### config.mk
export PLATFORM = sky130hd
export DESIGN_NAME = cooperative_task_dispatcher_core
export DESIGN_NICKNAME = d
export VERILOG_FILES = /design/src/hw/rtl/ctd_pkg.sv /design/src/hw/rtl/cooperative_task_dispatcher_core.sv /design/src/hw/rtl/ctd_ram.sv
export SDC_FILE = /design/constraint.sdc
export NUM_CORES = 2
export LEC_CHECK = 0
export BUFFER_PORTS_ARGS = -buffer_cell sky130_fd_sc_hd__clkbuf_2
export CELL_PAD_IN_SITES_DETAIL_PLACEMENT = 0
export CELL_PAD_IN_SITES_GLOBAL_PLACEMENT = 1
export CORE_MARGIN = 2
export CORE_UTILIZATION = 23
export DETAILED_ROUTE_END_ITERATION = 12
export PLACE_DENSITY_LB_ADDON = 0.1
export SETUP_SLACK_MARGIN = 0.5
export SLEW_MARGIN = 20
export SYNTH_ARGS = -nofsm -noshare
export SYNTH_HDL_FRONTEND = slang
export SYNTH_SLANG_ARGS = --single-unit
### constraint.sdc
create_clock -name clock -period 21.9 [get_ports clock]
set_input_delay 4.38 -clock clock [delete_from_list [all_inputs] [get_ports clock]]
set_output_delay 4.38 -clock clock [all_outputs]
set_load 0.01 [all_outputs]
### src/hw/rtl/ctd_pkg.sv
// Package: shared types and constants of the cooperative task dispatcher.
`timescale 1ns / 1ps
package ctd_pkg;

   localparam int unsigned MaxTasksDefault = 16;

   typedef enum logic [2:0] {
      OP_ADD   = 3'd0,
      OP_BEGIN = 3'd1,
      OP_VISIT = 3'd2,
      OP_REPORT = 3'd3,
      OP_END   = 3'd4
   } op_type;

   localparam logic [1:0] ST_OK   = 2'd0;
   localparam logic [1:0] ST_FULL = 2'd1;
   localparam logic [1:0] ST_BAD  = 2'd2;

   localparam logic [2:0] ACT_NONE   = 3'd0;
   localparam logic [2:0] ACT_SETUP  = 3'd1;
   localparam logic [2:0] ACT_LOOP   = 3'd2;
   localparam logic [2:0] ACT_SKIP   = 3'd3;
   localparam logic [2:0] ACT_FINISH = 3'd4;

   localparam logic [1:0] LIFE_NEW    = 2'd0;
   localparam logic [1:0] LIFE_RUN    = 2'd1;
   localparam logic [1:0] LIFE_KILLED = 2'd2;

   typedef struct packed {
      logic [2:0]  operation;
      logic [7:0]  priority_req;
      logic        is_interval;
      logic [31:0] interval_time;
      logic [31:0] time_now;
      logic        ran_ok;
      logic [31:0] run_duration;
   } req_type;

   typedef struct packed {
      logic [1:0]  status;
      logic [2:0]  action;
      logic [4:0]  task_id;
      logic [31:0] executions;
      logic [31:0] interval_busy_time;
      logic [31:0] idle_busy_time;
      logic [31:0] scheduler_time;
   } rsp_type;

   // Per-task record kept in the task memory.
   typedef struct packed {
      logic [7:0]  prio;
      logic        kind;
      logic [31:0] period;
      logic [1:0]  life;
      logic [31:0] deadline;
      logic [31:0] last_run;
      logic [31:0] worst;
      logic [31:0] count;
   } task_rec_type;

endpackage

### src/hw/rtl/cooperative_task_dispatcher_core.sv
// Sequence: begin, end, rejected ops and a visit past the last task answer straight from idle;
// visit and report read the order entry, then the task record, and report writes it back; add
// writes the record, then walks down the order table moving entries up one slot to find its slot.
// Flow: one item at a time; the next item is taken only after the result has been transferred.
// Reset clears counters, scan phase and sums; the task memories hold no reset and are
// read only at entries an add has written.
`timescale 1ns / 1ps
module cooperative_task_dispatcher_core #(
   parameter int unsigned MaxTasks = ctd_pkg::MaxTasksDefault
) (
   input  logic             clock,
   input  logic             reset,
   input  logic             req_valid,
   output logic             req_ready,
   input  ctd_pkg::req_type req_data,
   output logic             rsp_valid,
   input  logic             rsp_ready,
   output ctd_pkg::rsp_type rsp_data
);
   import ctd_pkg::*;

   localparam int unsigned IdxW = $clog2(MaxTasks);
   localparam int unsigned CntW = $clog2(MaxTasks + 1);
   localparam int unsigned RecW = $bits(task_rec_type);

   typedef enum logic [2:0] {
      S_IDLE, S_ORD_RD, S_EXEC, S_SHIFT_RD, S_SHIFT_ORD, S_SHIFT_CHK, S_RESP
   } state_type;

   typedef enum logic [1:0] {
      PH_IDLE, PH_OPEN, PH_WAIT_SETUP, PH_WAIT_LOOP
   } phase_type;

   state_type      state_ff, state_in;
   phase_type      phase_ff, phase_in;
   req_type        req_ff, req_in;
   rsp_type        rsp_ff, rsp_in;
   logic           rsp_valid_ff, rsp_valid_in;
   logic [CntW-1:0] count_ff, count_in;
   logic [CntW-1:0] cursor_ff, cursor_in;
   logic [CntW-1:0] ins_ff, ins_in;     // insertion slot during add
   logic [IdxW-1:0] tid_ff, tid_in;     // task under work
   logic [IdxW-1:0] mov_ff, mov_in;     // order entry being moved
   logic [31:0]    start_ff, start_in, nearest_ff, nearest_in, scan_busy_ff, scan_busy_in;
   logic [31:0]    ibusy_ff, ibusy_in, dbusy_ff, dbusy_in, over_ff, over_in;
   logic [31:0]    visit_ff, visit_in;

   // Memory ports
   logic            ord_we, task_we;
   logic [IdxW-1:0] ord_wa, ord_ra, ord_rd, task_wa, task_ra;
   logic [IdxW-1:0] ord_wd;
   task_rec_type    task_wd, task_rd;
   logic [RecW-1:0] task_rd_raw;

   ctd_ram #(.Width(IdxW), .Depth(MaxTasks)) u_order (
      .clock(clock), .wr_en(ord_we), .wr_addr(ord_wa), .wr_data(ord_wd),
      .rd_addr(ord_ra), .rd_data(ord_rd));

   ctd_ram #(.Width(RecW), .Depth(MaxTasks)) u_tasks (
      .clock(clock), .wr_en(task_we), .wr_addr(task_wa), .wr_data(task_wd),
      .rd_addr(task_ra), .rd_data(task_rd_raw));

   assign task_rd = task_rec_type'(task_rd_raw);

   assign req_ready = (state_ff == S_IDLE) && !rsp_valid_ff;
   assign rsp_valid = rsp_valid_ff;
   assign rsp_data  = rsp_ff;

   function automatic rsp_type mk(input logic [1:0] st, input logic [2:0] act,
                                  input logic [4:0] id, input logic [31:0] ex,
                                  input logic [31:0] ib, input logic [31:0] db,
                                  input logic [31:0] ov);
      rsp_type r;
      r.status = st; r.action = act; r.task_id = id; r.executions = ex;
      r.interval_busy_time = ib; r.idle_busy_time = db; r.scheduler_time = ov;
      return r;
   endfunction

   logic [4:0]   tid_ext;
   logic         go;
   logic         ahead;
   task_rec_type upd;
   logic [31:0]  near_v;
   logic [31:0]  fit_sum;

   assign tid_ext = 5'(tid_ff) + 5'd1;
   assign fit_sum = task_rd.worst + req_ff.time_now;

   always_comb begin
      state_in = state_ff; phase_in = phase_ff; req_in = req_ff; rsp_in = rsp_ff;
      rsp_valid_in = rsp_valid_ff; count_in = count_ff; cursor_in = cursor_ff;
      ins_in = ins_ff; tid_in = tid_ff; mov_in = mov_ff; start_in = start_ff;
      nearest_in = nearest_ff; scan_busy_in = scan_busy_ff; ibusy_in = ibusy_ff;
      dbusy_in = dbusy_ff; over_in = over_ff; visit_in = visit_ff;
      ord_we = 1'b0; ord_wa = '0; ord_wd = '0;
      ord_ra = cursor_ff[IdxW-1:0];
      task_we = 1'b0; task_wa = tid_ff; task_wd = task_rd; task_ra = tid_ff;
      go = 1'b0; ahead = 1'b0; upd = task_rd; near_v = nearest_ff;

      if (rsp_valid_ff && rsp_ready) rsp_valid_in = 1'b0;

      unique case (state_ff)
         S_IDLE: begin
            if (req_valid && req_ready) begin
               req_in = req_data;
               state_in = S_RESP;
               rsp_in = mk(ST_BAD, ACT_NONE, 5'd0, 32'd0, ibusy_ff, dbusy_ff, over_ff);
               unique case (req_data.operation)
                  OP_ADD: begin
                     if (phase_ff != PH_IDLE) begin
                     end else if (count_ff >= CntW'(MaxTasks)) begin
                        rsp_in.status = ST_FULL;
                     end else begin
                        tid_in = count_ff[IdxW-1:0];
                        ins_in = count_ff;
                        task_we = 1'b1;
                        task_wa = count_ff[IdxW-1:0];
                        task_wd = '{prio: req_data.priority_req, kind: req_data.is_interval,
                                    period: req_data.interval_time, life: LIFE_NEW,
                                    deadline: 32'd0, last_run: 32'd0, worst: 32'd0,
                                    count: 32'd0};
                        state_in = S_SHIFT_RD;
                     end
                  end
                  OP_BEGIN: begin
                     if (phase_ff == PH_IDLE) begin
                        start_in = req_data.time_now; cursor_in = '0;
                        nearest_in = '1; scan_busy_in = '0; phase_in = PH_OPEN;
                        rsp_in.status = ST_OK;
                     end
                  end
                  OP_VISIT: begin
                     if (phase_ff == PH_OPEN) begin
                        if (cursor_ff >= count_ff) begin
                           rsp_in.status = ST_OK; rsp_in.action = ACT_FINISH;
                        end else begin
                           state_in = S_ORD_RD;
                        end
                     end
                  end
                  OP_REPORT: begin
                     if (phase_ff == PH_WAIT_SETUP || phase_ff == PH_WAIT_LOOP)
                        state_in = S_ORD_RD;
                  end
                  OP_END: begin
                     if (phase_ff == PH_OPEN) begin
                        over_in = over_ff + (req_data.time_now - start_ff - scan_busy_ff);
                        phase_in = PH_IDLE;
                        rsp_in = mk(ST_OK, ACT_FINISH, 5'd0, 32'd0, ibusy_ff, dbusy_ff,
                                    over_in);
                     end
                  end
                  default: begin
                  end
               endcase
            end
         end
         S_ORD_RD: begin
            // order memory output is valid now; fetch the task record
            tid_in = ord_rd;
            task_ra = ord_rd;
            state_in = S_EXEC;
         end
         S_EXEC: begin
            state_in = S_RESP;
            if (req_ff.operation == OP_VISIT) begin
               visit_in = req_ff.time_now;
               if (task_rd.life == LIFE_NEW) begin
                  phase_in = PH_WAIT_SETUP;
                  rsp_in = mk(ST_OK, ACT_SETUP, tid_ext, 32'd0, ibusy_ff, dbusy_ff, over_ff);
               end else begin
                  if (task_rd.life == LIFE_RUN) begin
                     if (task_rd.kind) begin
                        if (task_rd.deadline < nearest_ff) near_v = task_rd.deadline;
                        go = start_ff >= task_rd.deadline;
                     end else begin
                        go = fit_sum < nearest_ff;
                     end
                  end
                  nearest_in = near_v;
                  if (go) begin
                     phase_in = PH_WAIT_LOOP;
                     rsp_in = mk(ST_OK, ACT_LOOP, tid_ext, 32'd0, ibusy_ff, dbusy_ff,
                                 over_ff);
                  end else begin
                     cursor_in = cursor_ff + CntW'(1);
                     rsp_in = mk(ST_OK, ACT_SKIP, tid_ext, 32'd0, ibusy_ff, dbusy_ff,
                                 over_ff);
                  end
               end
            end else begin
               if (phase_ff == PH_WAIT_SETUP) begin
                  upd.life = req_ff.ran_ok ? LIFE_RUN : LIFE_KILLED;
                  upd.deadline = start_ff;
                  upd.last_run = start_ff;
               end else begin
                  if (!req_ff.ran_ok) upd.life = LIFE_KILLED;
                  upd.deadline = task_rd.deadline + task_rd.period;
                  upd.last_run = visit_ff + req_ff.run_duration;
                  if (req_ff.run_duration > task_rd.worst) upd.worst = req_ff.run_duration;
                  if (task_rd.kind) ibusy_in = ibusy_ff + req_ff.run_duration;
                  else dbusy_in = dbusy_ff + req_ff.run_duration;
                  scan_busy_in = scan_busy_ff + req_ff.run_duration;
               end
               upd.count = task_rd.count + 32'd1;
               task_we = 1'b1; task_wa = tid_ff; task_wd = upd;
               cursor_in = cursor_ff + CntW'(1);
               phase_in = PH_OPEN;
               rsp_in = mk(ST_OK, ACT_NONE, tid_ext, upd.count, ibusy_in, dbusy_in, over_ff);
            end
         end
         S_SHIFT_RD: begin
            // read order entry just below the insertion slot
            if (ins_ff == '0) begin
               ord_we = 1'b1; ord_wa = '0; ord_wd = tid_ff;
               count_in = count_ff + CntW'(1);
               rsp_in = mk(ST_OK, ACT_NONE, tid_ext, 32'd0, ibusy_ff, dbusy_ff, over_ff);
               state_in = S_RESP;
            end else begin
               ord_ra = IdxW'(ins_ff - CntW'(1));
               state_in = S_SHIFT_ORD;
            end
         end
         S_SHIFT_ORD: begin
            // order data back; fetch the record of the task it names
            mov_in = ord_rd;
            task_ra = ord_rd;
            state_in = S_SHIFT_CHK;
         end
         S_SHIFT_CHK: begin
            ahead = (req_ff.is_interval == task_rd.kind &&
                     req_ff.priority_req < task_rd.prio) ||
                    (req_ff.is_interval && !task_rd.kind);
            ord_we = 1'b1;
            ord_wa = ins_ff[IdxW-1:0];
            if (ahead) begin
               // move the entry up one slot and keep walking down
               ord_wd = mov_ff;
               ins_in = ins_ff - CntW'(1);
               state_in = S_SHIFT_RD;
            end else begin
               ord_wd = tid_ff;
               count_in = count_ff + CntW'(1);
               rsp_in = mk(ST_OK, ACT_NONE, tid_ext, 32'd0, ibusy_ff, dbusy_ff, over_ff);
               state_in = S_RESP;
            end
         end
         S_RESP: begin
            rsp_valid_in = 1'b1;
            state_in = S_IDLE;
         end
         default: state_in = S_IDLE;
      endcase
   end

   always_ff @(posedge clock) begin
      if (reset) begin
         state_ff <= S_IDLE; phase_ff <= PH_IDLE; rsp_valid_ff <= 1'b0;
         count_ff <= '0; cursor_ff <= '0; start_ff <= '0; nearest_ff <= '1;
         scan_busy_ff <= '0; ibusy_ff <= '0; dbusy_ff <= '0; over_ff <= '0;
         visit_ff <= '0;
      end else begin
         state_ff <= state_in; phase_ff <= phase_in; rsp_valid_ff <= rsp_valid_in;
         count_ff <= count_in; cursor_ff <= cursor_in; start_ff <= start_in;
         nearest_ff <= nearest_in; scan_busy_ff <= scan_busy_in; ibusy_ff <= ibusy_in;
         dbusy_ff <= dbusy_in; over_ff <= over_in; visit_ff <= visit_in;
      end
      req_ff <= req_in; rsp_ff <= rsp_in; ins_ff <= ins_in; tid_ff <= tid_in;
      mov_ff <= mov_in;
   end

`ifndef SYNTHESIS
   // hold a waiting result steady until it is transferred
   a_rsp_hold: assert property (@(posedge clock) disable iff (reset)
      rsp_valid && !rsp_ready |=> rsp_valid && $stable(rsp_data));
   a_one_in_flight: assert property (@(posedge clock) disable iff (reset)
      !(req_ready && rsp_valid));
   a_count_range: assert property (@(posedge clock) disable iff (reset)
      count_ff <= CntW'(MaxTasks));
   a_cursor_range: assert property (@(posedge clock) disable iff (reset)
      cursor_ff <= count_ff);
`endif
endmodule

### src/hw/rtl/ctd_ram.sv
// Generic single-port-write, single-read RAM with registered read data.
`timescale 1ns / 1ps
module ctd_ram #(
   parameter int unsigned Width = 8,
   parameter int unsigned Depth = 16
) (
   input  logic                     clock,
   input  logic                     wr_en,
   input  logic [$clog2(Depth)-1:0] wr_addr,
   input  logic [Width-1:0]         wr_data,
   input  logic [$clog2(Depth)-1:0] rd_addr,
   output logic [Width-1:0]         rd_data
);
   logic [Width-1:0] mem_ff [Depth];

   always_ff @(posedge clock) begin
      if (wr_en) mem_ff[wr_addr] <= wr_data;
      rd_data <= mem_ff[rd_addr];
   end
endmodule
==> impl_metrics.csv <==
group,metric,value,unit
clocking,h-tree-depth,5,
final_layout,nets,11100,
floorplanning,dieWidth,738,um
floorplanning,die-area,545000,sq um
timing,drv_slew,0,
final_layout,seq_area,82600,sq um
synthesis,syn_nets,10800,
place,dp_hpwl,270000,um
clocking,ctsResizeCount,0,
detailed_routing,wl,462000,um
clocking,clk_pin_slew,0.05,ns
floorplanning,rows,269,
final_layout,fill_cells,55400,
timing,finalSetupTns,0,ns
setup_path,cp.arrival,8.81,ns
final_layout,multi_input_area,38500,sq um
detailed_routing,drt_iter0_drc,6312,
timing,fin_crit,8.25,ns
global_route,track_usage,0.164,
global_route,grt_first_pass_wirelength,649000,um
synthesis,syn_area,124000,sq um
timing,clock_skew,0.0552,ns
clocking,clock_latency,0.98,ns
pwr,powerDensity,164,nW/um^2
timing,fmax,121,MHz
synthesis,ys_types,90,
synthesis,ys_seq_area_frac,0.666,
timing,min_period_over_period,0.376,
synthesis,postSynth.asyncResetShare,0,
setup_path,critPathLaunchType,"input pin",
detailed_routing,drtPass1Iterations,7,
place,place_area,134000,sq um
timing,rsz0062_at_grt,"no",
synthesis,synth_area_per_cell,12.1,sq um
clocking,post_cts_buffers,0,
hold_path,hold_class,"flip-flop to flip-flop",
clocking,numCtsBuffers,353,
synthesis,synth-seq-cells,2867,
floorplanning,core,537000,sq um
synthesis,yosysWarningCount,0,
timing,tightestPinTransition,1.10,ns
global_route,grt_max_degree,145,
synthesis,synthFlopType,"edfxtp_1",
detailed_routing,vias,83500,
place,portBuffers,252,
global_route,grt_pass1_vias,82600,
outcome,outcome,"completed",
setup_path,end_kind,"flip-flop",
clocking,cts_root_buf,"clkbuf_16",
synthesis,syn_inst,10300,
detailed_routing,wl_per_cell,25.6,um
timing,relSlewSlack,0.251,
global_route,antenna_found_initial,49,
setup_path,cp_max_fo,77,
setup_path,critPathRequiredTime,22.46,ns
final_layout,drive_gt1_frac,0.105,
clocking,holdBufCountCts,0,
setup_path,crit_type,"input pin to flip-flop",
timing,hold_viol_final,0,
run,maxCapViolCount,0,
pwr,p_leak,52.1,nW
final_layout,design_area,146000,sq um
clocking,cts.sinks,2867,
detailed_routing,via_per_inst,4.63,
detailed_routing,drc_errors,0,
timing,setup_viol,0,
global_route,globalRouteOverflowTotal,0,
clocking,cts_max_path_buffers,4,
clocking,cts_tree,"done",
place,gp_congestion,0.799,
pwr,peakVddDrop,0.000121,V
floorplanning,start_util,0.231,
final_layout,syn_to_final_growth,17.6,%
floorplanning,die_h,738,um
floorplanning,io-pin-count,253,
synthesis,synth_edf_count,2516,
detailed_routing,ant_nets,0,
==> critical path: stages <==
cell and delay [ns]:
clkbuf_2 0.13, nor4_1 0.49, and2_1 0.34, and2_4 0.35
a31oi_1 0.40, nor2_4 0.93, buf_12 0.65, buf_4 0.88
==> cells by family after synthesis <==
family / after synthesis / share of synthesized area
xor gates and xnor gates: 193 / 0.0136
adders and majority gates: 400 / 0.0444
AOI/OAI and AO/OA: 1723 / 0.0957
muxes: 78 / 0.00834
buffers and inverters: 818 / 0.0259
DFF: 2867 / 0.666
and+or+nand+nor: 4204 / 0.146
==> power breakdown <==
group	internal, mW	switching [mW]	leakage [nW]
clock	3.37	2.43	5.55
sequential	7.64	0.584	25.6
combinational	2.85	7.08	20.9
total	13.9	10.1	52.1
==> final cells by class <==
type / instances / share of cell area
inverter: 226 / 0.00584
timing repair buffer: 519 / 0.0240
tap: 7181 / 0.0616
antenna: 4 / 0.0000687
sequential: 2867 / 0.567
multi-input combinational: 6598 / 0.264
clock inverter: 173 / 0.0120
clock buffer: 478 / 0.0657
==> stage by stage <==
stage / worst slack [ns] / power (mW) / instances / utilization / hold WS [ns]
global placement: 12.59 / 18.4 / 17400 / 0.250 / 0.464
detailed placement: 12.58 / 18.5 / 17400 / 0.250 / 0.470
global route: 13.50 / 25.5 / 18000 / 0.271 / 0.500
finish: 13.66 / 24.0 / 18000 / 0.271 / 0.477
floorplan: 5.59 / 14.3 / 10300 / - / 0.426
CTS: 13.64 / 24.4 / 18000 / 0.271 / 0.482
==> layout by cell type (no fill, tap or decap), drive strengths merged, types with 237 or more instances in the layout <==
master	n
edfxtp	2516
nand2	2718
and3	305
clkbuf	729
ha	333
a311oi	417
nand3	639
buf	268
a21oi	448
inv	237
nor2	256
dfxtp	351
==> synth_stat cells, types with 60 or more instances <==
| master | n | share of area |
|---|---|---|
| a21o_1 | 150 | 0.0091 |
| a21oi_1 | 445 | 0.018 |
| a311oi_1 | 417 | 0.029 |
| a31oi_1 | 163 | 0.0082 |
| and2_1 | 60 | 0.0030 |
| and3_1 | 305 | 0.015 |
| buf_2 | 110 | 0.0044 |
| clkbuf_1 | 447 | 0.014 |
| dfxtp_1 | 351 | 0.057 |
| edfxtp_1 | 2516 | 0.61 |
| fa_1 | 67 | 0.011 |
| ha_1 | 333 | 0.034 |
| inv_1 | 223 | 0.0068 |
| nand2_1 | 2718 | 0.082 |
| nand3_1 | 639 | 0.026 |
| nor2_1 | 253 | 0.0077 |
| o21ai_0 | 213 | 0.0086 |
| xnor2_1 | 107 | 0.0076 |
| xor2_1 | 86 | 0.0061 |
==> metal layers <==
layer | wire length, um | global-route usage | vias up | share of wire
met2 | 204000 | 0.256 | 1867 | 0.44
met3 | 19000 | 0.0186 | 517 | 0.041
met4 | 9260 | 0.0342 | 4 | 0.020
met1 | 230000 | 0.244 | 42800 | 0.50
li1 | - | - | 38300 | -
met5 | 34 | 0 | - | 0.000074
==> registers in the layout, indices dropped and copies added, names as in the netlist, 5 cells and up <==
register and count:
u_tasks.mem_ff 2224, u_tasks.rd_data 139, rsp_data 138, req_ff 77, u_order.mem_ff 64, dbusy_ff 32
ibusy_ff 32, nearest_ff 32, over_ff 32, scan_busy_ff 32, start_ff 32, count_ff 5
cursor_ff 5, ins_ff 5
==> path summary, 6_finish.rpt <==
check                startpoint                     to  slack, ns  depth (start not counted)
hold reg to reg      over_ff[0]             over_ff[0]       0.48                          2
setup / recovery  req_data[107]  u_tasks.mem_ff[7][62]      13.66                          8
hold / removal       over_ff[0]             over_ff[0]       0.48                          2
setup reg to reg    state_ff[0]    u_tasks.rd_data[29]      15.09                         11
Power figures use the tool's default switching activity.
